`config.mk`:
```
export PLATFORM = sky130hd
export DESIGN_NAME = midi_drum_hit_to_gamepad_report
export DESIGN_NICKNAME = d
export VERILOG_FILES = /design/src/mdhgr_pkg.sv /design/src/midi_drum_hit_to_gamepad_report.sv /design/src/mdhgr_cell.sv
export SDC_FILE = /design/constraint.sdc
export NUM_CORES = 2
export LEC_CHECK = 0
export BUFFER_PORTS_ARGS = -buffer_cell sky130_fd_sc_hd__buf_2
export CELL_PAD_IN_SITES_DETAIL_PLACEMENT = 0
export CELL_PAD_IN_SITES_GLOBAL_PLACEMENT = 2
export CORE_ASPECT_RATIO = 1.1
export CORE_MARGIN = 2
export CORE_UTILIZATION = 40
export CTS_BUF_LIST = sky130_fd_sc_hd__clkbuf_4 sky130_fd_sc_hd__clkbuf_8
export DETAILED_ROUTE_END_ITERATION = 8
export MAX_ROUTING_LAYER = met4
export PLACE_DENSITY = 0.83
export SLEW_MARGIN = 20
export SYNTH_ARGS = -nofsm -noshare
export SYNTH_HDL_FRONTEND = slang
export SYNTH_HIERARCHICAL = 1
export SYNTH_SLANG_ARGS = --single-unit
```
`constraint.sdc`:
```
create_clock -name clk_i -period 4.91 [get_ports clk_i]
set_input_delay 0.491 -clock clk_i [delete_from_list [all_inputs] [get_ports clk_i]]
set_output_delay 0.491 -clock clk_i [all_outputs]
set_load 0.01 [all_outputs]
```
`src/mdhgr_pkg.sv`:
```
// ----------------------------------------------------------------------------
// mdhgr_pkg
// types, constants and helper functions shared by the drum report cell chain
// ----------------------------------------------------------------------------
package mdhgr_pkg;

  localparam int NUM_TARGETS = 9;
  localparam int TGT_W       = 4;
  localparam int VEL_W       = 7;
  localparam int BTN_W       = 13;
  localparam int HAT_W       = 4;
  localparam int HOLD_W      = 16;
  localparam int NOTE_W      = 7;
  localparam int STAMP_W     = 32;
  localparam int CFG_IDX_W   = 4;
  localparam int CFG_DATA_W  = 16;
  localparam int IN_DATA_W   = 48;
  localparam int OUT_DATA_W  = 48;

  localparam logic [TGT_W-1:0] TGT_RED_PAD = 4'd0;
  localparam logic [TGT_W-1:0] TGT_YEL_PAD = 4'd1;
  localparam logic [TGT_W-1:0] TGT_BLU_PAD = 4'd2;
  localparam logic [TGT_W-1:0] TGT_GRN_PAD = 4'd3;
  localparam logic [TGT_W-1:0] TGT_YEL_CYM = 4'd4;
  localparam logic [TGT_W-1:0] TGT_BLU_CYM = 4'd5;
  localparam logic [TGT_W-1:0] TGT_GRN_CYM = 4'd6;
  localparam logic [TGT_W-1:0] TGT_KICK    = 4'd7;
  localparam logic [TGT_W-1:0] TGT_HIHAT   = 4'd8;
  localparam logic [TGT_W-1:0] TGT_NONE    = 4'd15;

  localparam int BTN_BLUE   = 0;
  localparam int BTN_GREEN  = 1;
  localparam int BTN_RED    = 2;
  localparam int BTN_YELLOW = 3;
  localparam int BTN_KICK   = 4;
  localparam int BTN_HIHAT  = 5;
  localparam int BTN_GBLUE  = 6;
  localparam int BTN_GGREEN = 7;
  localparam int BTN_PADHIT = 10;
  localparam int BTN_CYMHIT = 11;

  localparam logic [HAT_W-1:0] HAT_UP     = 4'd0;
  localparam logic [HAT_W-1:0] HAT_SOUTH  = 4'd4;
  localparam logic [HAT_W-1:0] HAT_CENTER = 4'd8;

  localparam logic [HOLD_W-1:0] HOLD_RESET = 16'd20;

  localparam logic [CFG_IDX_W-1:0] CFG_GENERIC_MODE = 4'd0;
  localparam logic [CFG_IDX_W-1:0] CFG_HOLD_MS      = 4'd1;

  localparam logic CMD_NOTE_ON = 1'b0;
  localparam logic CMD_TICK    = 1'b1;

  typedef enum logic {
    OP_SCAN,
    OP_TICK
  } sweep_op_e;

  typedef enum logic [2:0] {
    ST_IDLE,
    ST_CHECK,
    ST_SCAN,
    ST_TICK,
    ST_DONE
  } state_e;

  // request travelling down the cell chain
  typedef struct packed {
    logic             valid;
    sweep_op_e        op;
    logic             found;
    logic [TGT_W-1:0] min_idx;
    logic             event_seen;
    logic [BTN_W-1:0] btn;
    logic [HAT_W-1:0] hat;
    logic [VEL_W-1:0] vy;
    logic [VEL_W-1:0] vr;
    logic [VEL_W-1:0] vg;
    logic [VEL_W-1:0] vb;
  } sweep_t;

  // broadcast write or clear of one cell
  typedef struct packed {
    logic             wr;
    logic             clr;
    logic [TGT_W-1:0] sel;
    logic [VEL_W-1:0] vel;
  } cell_cmd_t;

  function automatic logic [TGT_W-1:0] note_to_target(logic [NOTE_W-1:0] n);
    logic [TGT_W-1:0] t;
    case (n)
      7'd31, 7'd34, 7'd37, 7'd38, 7'd39, 7'd40: t = TGT_RED_PAD;
      7'd48, 7'd50:                             t = TGT_YEL_PAD;
      7'd45, 7'd47:                             t = TGT_BLU_PAD;
      7'd41, 7'd43:                             t = TGT_GRN_PAD;
      7'd22, 7'd26, 7'd42, 7'd46, 7'd54:        t = TGT_YEL_CYM;
      7'd51, 7'd53, 7'd56, 7'd59:               t = TGT_BLU_CYM;
      7'd49, 7'd52, 7'd55, 7'd57:               t = TGT_GRN_CYM;
      7'd33, 7'd35, 7'd36:                      t = TGT_KICK;
      7'd44:                                    t = TGT_HIHAT;
      default:                                  t = TGT_NONE;
    endcase
    return t;
  endfunction

  function automatic logic is_pad(logic [TGT_W-1:0] t);
    return t <= TGT_GRN_PAD;
  endfunction

  function automatic logic is_cym(logic [TGT_W-1:0] t);
    return (t >= TGT_YEL_CYM) && (t <= TGT_GRN_CYM);
  endfunction

  // pad/cymbal mix rule for a new hit on target t
  function automatic logic mix_conflict(logic [NUM_TARGETS-1:0] act, logic [TGT_W-1:0] t);
    logic [2:0] pads;
    logic [1:0] cyms;
    logic       c;
    pads = 3'(act[0]) + 3'(act[1]) + 3'(act[2]) + 3'(act[3]);
    cyms = 2'(act[4]) + 2'(act[5]) + 2'(act[6]);
    if (is_pad(t)) begin
      c = !((cyms == 2'd0) || ((pads == 3'd0) && (cyms == 2'd1)));
    end else if (is_cym(t)) begin
      c = !((pads == 3'd0) || ((cyms == 2'd0) && (pads == 3'd1)));
    end else begin
      c = 1'b0;
    end
    return c;
  endfunction

  // add one held hit to the report under construction
  function automatic sweep_t tick_add(sweep_t p, logic [TGT_W-1:0] idx,
                                      logic [VEL_W-1:0] v, logic gen);
    sweep_t r;
    r = p;
    case (idx)
      TGT_RED_PAD: begin
        r.btn[BTN_RED] = 1'b1;
        r.vr = v;
      end
      TGT_YEL_PAD: begin
        r.btn[BTN_YELLOW] = 1'b1;
        r.vy = v;
      end
      TGT_BLU_PAD: begin
        r.btn[BTN_BLUE] = 1'b1;
        r.vb = v;
      end
      TGT_GRN_PAD: begin
        r.btn[BTN_GREEN] = 1'b1;
        r.vg = v;
      end
      TGT_YEL_CYM: begin
        if (gen) begin
          r.btn[BTN_PADHIT] = 1'b1;
        end else begin
          r.btn[BTN_YELLOW] = 1'b1;
          r.hat = HAT_UP;
        end
        if (r.vy == '0) r.vy = v;
        else r.vr = v;
      end
      TGT_BLU_CYM: begin
        if (gen) begin
          r.btn[BTN_GBLUE] = 1'b1;
        end else begin
          r.btn[BTN_BLUE] = 1'b1;
          r.hat = HAT_SOUTH;
        end
        if (r.vb == '0) r.vb = v;
        else r.vr = v;
      end
      TGT_GRN_CYM: begin
        if (gen) r.btn[BTN_GGREEN] = 1'b1;
        else r.btn[BTN_GREEN] = 1'b1;
        if (r.vg == '0) r.vg = v;
        else r.vr = v;
      end
      TGT_KICK: begin
        r.btn[BTN_KICK] = 1'b1;
      end
      default: begin
        r.btn[BTN_HIHAT] = 1'b1;
      end
    endcase
    if (!gen) begin
      if (is_pad(idx)) r.btn[BTN_PADHIT] = 1'b1;
      else if (is_cym(idx)) r.btn[BTN_CYMHIT] = 1'b1;
    end
    return r;
  endfunction

endpackage

```
`src/midi_drum_hit_to_gamepad_report.sv`:
```
// ----------------------------------------------------------------------------
// midi_drum_hit_to_gamepad_report
// maps drum note-on requests to nine held targets and builds gamepad reports
//
//   channel   dir  handshake                    contents
//   s_axis    in   s_axis_tvalid/tready         note-on or report tick
//   m_axis    out  m_axis_tvalid/tready         report: buttons, hat, velocities
//   cfg       in   cfg_valid_i/cfg_ready_o      register index and data
//
// a report tick passes the launch register, then each cell stage of the
// nine-cell chain in turn, then the final capture and the output load
// a note-on is checked, then written; each eviction scan walks the chain first
// reset clears all hits, layout generic, hold 20 ms, hat centered
// input ready is low while a request is in work; a stalled report holds
// the final stage until the output register frees
// ----------------------------------------------------------------------------
module midi_drum_hit_to_gamepad_report import mdhgr_pkg::*; #(
  parameter int TIME_BITS = 32
) (
  input  logic                  clk_i,
  input  logic                  rst_ni,
  input  logic                  s_axis_tvalid,
  output logic                  s_axis_tready,
  // note[6:0], velocity[13:7], now_ms[45:14], host_ready[46], zero fill
  input  logic [IN_DATA_W-1:0]  s_axis_tdata,
  // cmd
  input  logic                  s_axis_tuser,
  output logic                  m_axis_tvalid,
  input  logic                  m_axis_tready,
  // buttons[12:0], hat[16:13], vel_yellow[23:17], vel_red[30:24],
  // vel_green[37:31], vel_blue[44:38], zero fill
  output logic [OUT_DATA_W-1:0] m_axis_tdata,
  input  logic                  cfg_valid_i,
  output logic                  cfg_ready_o,
  input  logic [CFG_IDX_W-1:0]  cfg_index_i,
  input  logic [CFG_DATA_W-1:0] cfg_data_i
);

  state_e               state_q, state_d;
  sweep_t               launch_q, launch_d;
  sweep_t               fin_q, fin_d;
  logic [TIME_BITS-1:0] now_q, now_d;
  logic [TGT_W-1:0]     tgt_q, tgt_d;
  logic [VEL_W-1:0]     vel_q, vel_d;
  logic                 generic_q;
  logic [HOLD_W-1:0]    hold_q;
  logic [BTN_W-1:0]     held_btn_q, held_btn_d;
  logic [HAT_W-1:0]     held_hat_q, held_hat_d;
  logic                 out_valid_q, out_valid_d;
  logic [OUT_DATA_W-1:0] out_data_q, out_data_d;
  cell_cmd_t            cmd;

  sweep_t               link [NUM_TARGETS+1];
  logic [TIME_BITS-1:0] link_min [NUM_TARGETS+1];
  logic [NUM_TARGETS-1:0] active_vec;
  sweep_t               tail;
  logic                 in_req;

  assign link[0]     = launch_q;
  assign link_min[0] = '0;
  assign tail        = link[NUM_TARGETS];

  for (genvar g = 0; g < NUM_TARGETS; g++) begin : g_cell
    mdhgr_cell #(
      .IDX       (g),
      .TIME_BITS (TIME_BITS)
    ) u_cell (
      .clk_i      (clk_i),
      .rst_ni     (rst_ni),
      .pkt_i      (link[g]),
      .min_time_i (link_min[g]),
      .cmd_i      (cmd),
      .now_i      (now_q),
      .hold_i     (hold_q),
      .generic_i  (generic_q),
      .pkt_o      (link[g+1]),
      .min_time_o (link_min[g+1]),
      .active_o   (active_vec[g])
    );
  end

  assign s_axis_tready = (state_q == ST_IDLE);
  assign in_req        = s_axis_tvalid && s_axis_tready;
  assign cfg_ready_o   = 1'b1;

  always_comb begin
    state_d     = state_q;
    launch_d    = '0;
    fin_d       = fin_q;
    now_d       = now_q;
    tgt_d       = tgt_q;
    vel_d       = vel_q;
    held_btn_d  = held_btn_q;
    held_hat_d  = held_hat_q;
    out_valid_d = out_valid_q;
    out_data_d  = out_data_q;
    cmd         = '0;
    if (m_axis_tvalid && m_axis_tready) out_valid_d = 1'b0;
    case (state_q)
      ST_IDLE: begin
        if (in_req) begin
          now_d = s_axis_tdata[14 +: TIME_BITS];
          if (s_axis_tuser == CMD_NOTE_ON) begin
            tgt_d   = note_to_target(s_axis_tdata[6:0]);
            vel_d   = s_axis_tdata[13:7];
            state_d = ST_CHECK;
          end else if (s_axis_tdata[46]) begin
            launch_d.valid = 1'b1;
            launch_d.op    = OP_TICK;
            launch_d.hat   = HAT_CENTER;
            state_d        = ST_TICK;
          end
        end
      end
      ST_CHECK: begin
        if (tgt_q == TGT_NONE) begin
          state_d = ST_IDLE;
        end else if (active_vec[tgt_q]) begin
          state_d = ST_IDLE;
        end else if (mix_conflict(active_vec, tgt_q)) begin
          launch_d.valid = 1'b1;
          launch_d.op    = OP_SCAN;
          launch_d.hat   = HAT_CENTER;
          state_d        = ST_SCAN;
        end else begin
          cmd.wr  = 1'b1;
          cmd.sel = tgt_q;
          cmd.vel = vel_q;
          state_d = ST_IDLE;
        end
      end
      ST_SCAN: begin
        if (tail.valid) begin
          cmd.clr = 1'b1;
          cmd.sel = tail.min_idx;
          state_d = ST_CHECK;
        end
      end
      ST_TICK: begin
        if (tail.valid) begin
          fin_d = tail;
          if (tail.event_seen) begin
            held_btn_d = tail.btn;
            held_hat_d = tail.hat;
          end
          state_d = ST_DONE;
        end
      end
      ST_DONE: begin
        if (!out_valid_q || m_axis_tready) begin
          out_valid_d = 1'b1;
          out_data_d  = {3'b000, fin_q.vb, fin_q.vg, fin_q.vr, fin_q.vy,
                         held_hat_q, held_btn_q};
          state_d     = ST_IDLE;
        end
      end
      default: begin
        state_d = ST_IDLE;
      end
    endcase
  end

  always_ff @(posedge clk_i or negedge rst_ni) begin
    if (!rst_ni) begin
      state_q     <= ST_IDLE;
      launch_q    <= '0;
      generic_q   <= 1'b1;
      hold_q      <= HOLD_RESET;
      held_btn_q  <= '0;
      held_hat_q  <= HAT_CENTER;
      out_valid_q <= 1'b0;
    end else begin
      state_q     <= state_d;
      launch_q    <= launch_d;
      held_btn_q  <= held_btn_d;
      held_hat_q  <= held_hat_d;
      out_valid_q <= out_valid_d;
      if (cfg_valid_i && cfg_ready_o) begin
        if (cfg_index_i == CFG_GENERIC_MODE) generic_q <= cfg_data_i[0];
        else if (cfg_index_i == CFG_HOLD_MS) hold_q <= cfg_data_i;
      end
    end
  end

  always_ff @(posedge clk_i) begin
    fin_q      <= fin_d;
    now_q      <= now_d;
    tgt_q      <= tgt_d;
    vel_q      <= vel_d;
    out_data_q <= out_data_d;
  end

  assign m_axis_tvalid = out_valid_q;
  assign m_axis_tdata  = out_data_q;

  a_wr_free_target: assert property (@(posedge clk_i) disable iff (!rst_ni)
    cmd.wr |-> (!active_vec[cmd.sel] && (cmd.sel != TGT_NONE)))
    else $error("hit written into a held target");

  a_scan_finds_hit: assert property (@(posedge clk_i) disable iff (!rst_ni)
    (tail.valid && (tail.op == OP_SCAN)) |-> tail.found)
    else $error("eviction scan found no held hit");

  a_single_request: assert property (@(posedge clk_i) disable iff (!rst_ni)
    launch_q.valid |-> (!tail.valid && ((state_q == ST_SCAN) || (state_q == ST_TICK))))
    else $error("two requests in the cell chain");

  a_clear_after_scan: assert property (@(posedge clk_i) disable iff (!rst_ni)
    cmd.clr |=> (state_q == ST_CHECK))
    else $error("eviction not followed by a mix check");

endmodule

```
`src/mdhgr_cell.sv`:
```
// ----------------------------------------------------------------------------
// mdhgr_cell
// one drum target: hit state plus one stage of the request chain
// ----------------------------------------------------------------------------
module mdhgr_cell import mdhgr_pkg::*; #(
  parameter int IDX       = 0,
  parameter int TIME_BITS = 32
) (
  input  logic                 clk_i,
  input  logic                 rst_ni,
  input  sweep_t               pkt_i,
  input  logic [TIME_BITS-1:0] min_time_i,
  input  cell_cmd_t            cmd_i,
  input  logic [TIME_BITS-1:0] now_i,
  input  logic [HOLD_W-1:0]    hold_i,
  input  logic                 generic_i,
  output sweep_t               pkt_o,
  output logic [TIME_BITS-1:0] min_time_o,
  output logic                 active_o
);

  localparam logic [TGT_W-1:0] MY_IDX = TGT_W'(IDX);

  sweep_t               pkt_q, pkt_d;
  logic [TIME_BITS-1:0] min_q, min_d;
  logic                 active_q, active_d;
  logic [TIME_BITS-1:0] time_q, time_d;
  logic [VEL_W-1:0]     vel_q, vel_d;
  logic [TIME_BITS-1:0] elapsed;

  assign elapsed = now_i - time_q;

  always_comb begin
    pkt_d    = pkt_i;
    min_d    = min_time_i;
    active_d = active_q;
    time_d   = time_q;
    vel_d    = vel_q;
    if (cmd_i.wr && (cmd_i.sel == MY_IDX)) begin
      active_d = 1'b1;
      time_d   = now_i;
      vel_d    = cmd_i.vel;
    end
    if (cmd_i.clr && (cmd_i.sel == MY_IDX)) begin
      active_d = 1'b0;
    end
    if (pkt_i.valid && active_q) begin
      case (pkt_i.op)
        OP_SCAN: begin
          if (!pkt_i.found || (time_q < min_time_i)) begin
            pkt_d.found   = 1'b1;
            pkt_d.min_idx = MY_IDX;
            min_d         = time_q;
          end
        end
        OP_TICK: begin
          pkt_d.event_seen = 1'b1;
          if (elapsed > TIME_BITS'(hold_i)) begin
            active_d = 1'b0;
          end else begin
            pkt_d = tick_add(pkt_d, MY_IDX, vel_q, generic_i);
          end
        end
        default: begin
          pkt_d = pkt_i;
        end
      endcase
    end
  end

  always_ff @(posedge clk_i or negedge rst_ni) begin
    if (!rst_ni) begin
      pkt_q    <= '0;
      active_q <= 1'b0;
    end else begin
      pkt_q    <= pkt_d;
      active_q <= active_d;
    end
  end

  always_ff @(posedge clk_i) begin
    min_q  <= min_d;
    time_q <= time_d;
    vel_q  <= vel_d;
  end

  assign pkt_o      = pkt_q;
  assign min_time_o = min_q;
  assign active_o   = active_q;

endmodule

```
==> impl_metrics.py <==
metrics = {
    "final_layout": {
        "area_growth_pct": 18.74,
        "drive_gt1_share_pct": 17.10,
        "final-instance-count-excl-fill": 10250,
        "design_area_sq_um": 84330,
        "nets": 8482,
        "final_cell_mix": "inv_1 (824), ha_1 (694), dfrtp_1 (519)",
        "layout_commonest_cell": "inv_1",
        "fin_util_pct": 47.71,
        "num-fill-cells": 16460,
    },
    "floorplan": {
        "start_util_pct": 40.18,
        "die_y_um": 445.9,
        "die_w_um": 405.8,
        "coreArea_sq_um": 176800,
        "dieArea_sq_um": 180900,
        "core.rowCount": 162,
        "io_pins": 125,
    },
    "drt": {
        "vias": 55570,
        "drt-initial-drc-count": 3346,
        "dr.pass1.iters": 5,
        "detail_route.vias_per_cell": 5.424,
        "wl_per_cell_um": 21.48,
        "wl_um": 220100,
        "ant_nets": 0,
        "drc_errors": 0,
    },
    "timing": {
        "clock.fmax_mhz": 202.9,
        "fin_skew_ns": 0.06558,
        "slew_headroom_pct": 23.21,
        "timing.final.crit_share_pct": 100.4,
        "setup_tns_ns": -0.02733,
        "worst_pin_slew_ns": 1.143,
        "hold_ws_ns": 0.08917,
        "fin_ws_ns": -0.01901,
        "fin_crit_ns": 4.929,
        "grt_setup_unrepaired": "true",
        "finalMaxSlewViolations": 0,
        "setup_viol": 3,
        "final-hold-violation-count": 0,
    },
    "global_route": {
        "grt_max_degree": 135,
        "antenna_found_initial": 7,
        "grt_usage_pct": 24.72,
        "overflow": 0,
        "grt_pass1_wl_um": 332100,
        "grt_pass1_vias": 56340,
    },
    "cts": {
        "clk_pin_slew_worst_paths_ns": 0.07,
        "clockBufferDepth": 3,
        "cts_tree": "built",
        "clockRootBuffer": "clkbuf_8",
        "cts-htree-levels": 4,
        "clock_latency_ns": 1.00,
        "cts_buffers": 202,
        "cts.sinks": 1233,
    },
    "critical_path": {
        "worst-setup-path-type": "register to register",
        "cp.required_ns": 5.74,
        "crit_arrival_ns": 5.76,
        "crit_path_start_kind": "register",
        "critical_path_peak_fanout": 6,
        "worst_r2r_startpoint": "now_q[0]",
        "r2r_end": "g_cell[1].u_cell/pkt_o[26]",
        "reg2reg_slack_ns": -0.02,
        "r2r_cells": 23,
        "cp-end-kind": "register",
    },
    "power": {
        "combPwrFrac_pct": 36.5,
        "power_leakage_nw": 37.94,
        "p_seq_share_pct": 35.4,
        "power.total_mw": 36.88,
        "p_clk_share_pct": 28.0,
        "p_sw_mw": 13.63,
        "p_sw_share_pct": 36.96,
        "intPower_mw": 23.25,
        "power_density_nw_per_um2": 437.4,
        "peakVddDrop_v": 0.0003746,
    },
    "placed_design": {
        "place_congestion": 0.9223,
        "dp_cells": 9738,
        "place_area_sq_um": 77260,
        "dp_hpwl_um": 170400,
        "pre_cts_ws_ns": -0.5483,
        "portBuffers": 119,
    },
    "synthesis": {
        "synth_area_sq_um": 71020,
        "syn_area_per_cell_sq_um": 10.22,
        "syn_inst": 6946,
        "yosys_warnings": 6,
    },
    "outcome": {
        "status": "complete, but fails checks",
        "violations": "setup timing",
    },
    "run": {
        "max_cap_violations": 0,
    },
    "min_path": {
        "min_path_type": "input pin to asynchronous set/reset pin",
    },
}
-- worst max-delay path: stages, from the launching register on --
cell and delay (ns):
edfxtp_1 0.37, buf_6 0.16, buf_8 0.14, inv_4 0.04, ha_4 0.15, fa_2 0.35, nand2b_4 0.16, a21o_1 0.21
a2111o_1 0.46, nand3_2 0.12, xor2_1 0.07, ha_1 0.33, nand4_1 0.13, buf_4 0.17, nor4_4 0.28, nor2_1 0.09
a211oi_2 0.29, buf_4 0.18, o221ai_4 0.10, nor4_4 0.14, buf_4 0.17, nand4_4 0.16, buf_12 0.21, mux2_4 0.30
-- state kept, by name (all words and copies together), names as in the netlist, 3 cells and up --
name                      cells
g_cell.u_cell/pkt_o         475
g_cell.u_cell/time_q        288
g_cell.u_cell/min_time_o    256
g_cell.u_cell/vel_q          49
m_axis_tdata                 45
now_q                        32
fin_q                        28
hold_q                       16
held_btn_q                   13
g_cell.u_cell/active_o        9
vel_q                         7
held_hat_q                    4
tgt_q                         4
state_q                       3
-- routing by layer --
layer / vias up / track usage (%) / routed length [um]
met2: 1212 / 43.35 / 112600
li1: 26750 / - / -
met1: 27210 / 28.77 / 90690
met4: 0 / 9.689 / 8977
met5: - / - / 0
met3: 403 / 2.918 / 7751
-- how the worst max path moves through the flow --
stage          slack (ns)                    endpoint  startpoint
2_1_floorplan         0.1  g_cell[6].u_cell/pkt_o[15]    now_q[1]
3_3_place_gp        -0.51   g_cell[5].u_cell/pkt_o[3]    now_q[0]
3_5_place_dp        -0.55   g_cell[5].u_cell/pkt_o[6]    now_q[0]
4_1_cts            0.0007  g_cell[0].u_cell/pkt_o[18]    now_q[1]
5_1_grt             -0.21  g_cell[1].u_cell/pkt_o[26]    now_q[1]
6_report            -0.02  g_cell[1].u_cell/pkt_o[26]    now_q[0]
-- area by class of cell --
type | instances | area, sq um | area share [%]
flip-flops and latches | 1233 | 31850 | 37.76
diodes | 2 | 5.005 | 0.005935
clock inverters | 78 | 958.4 | 1.137
clock buffers | 305 | 3772 | 4.473
well taps | 2378 | 2975 | 3.528
repair buffers | 597 | 4726 | 5.604
multi-input cells | 4822 | 36910 | 43.77
inverters | 831 | 3132 | 3.714
-- power groups by stage --
stage          combinational [mW]  clock (mW)  sequential [mW]
2_1_floorplan                8.39           0             12.8
3_3_place_gp                 12.6           0             13.2
3_5_place_dp                 12.7           0             13.3
4_1_cts                      13.0        10.6             13.1
5_1_grt                      14.9        11.0             13.2
6_report                     13.5        10.3             13.1
-- what timing repair did --
| item | CTS | global route |
|---|---|---|
| pin swaps | 31 | 115 |
| gates resized for setup | 80 | 181 |
| endpoints found under the setup margin | 84 | 105 |
| hold buffers | 69 | 0 |
| buffers inserted | 11 | 43 |
| endpoints found under the hold margin | 134 | 0 |
| cloned | 1 | 2 |
Note: power is estimated with default switching activity, not from simulation.
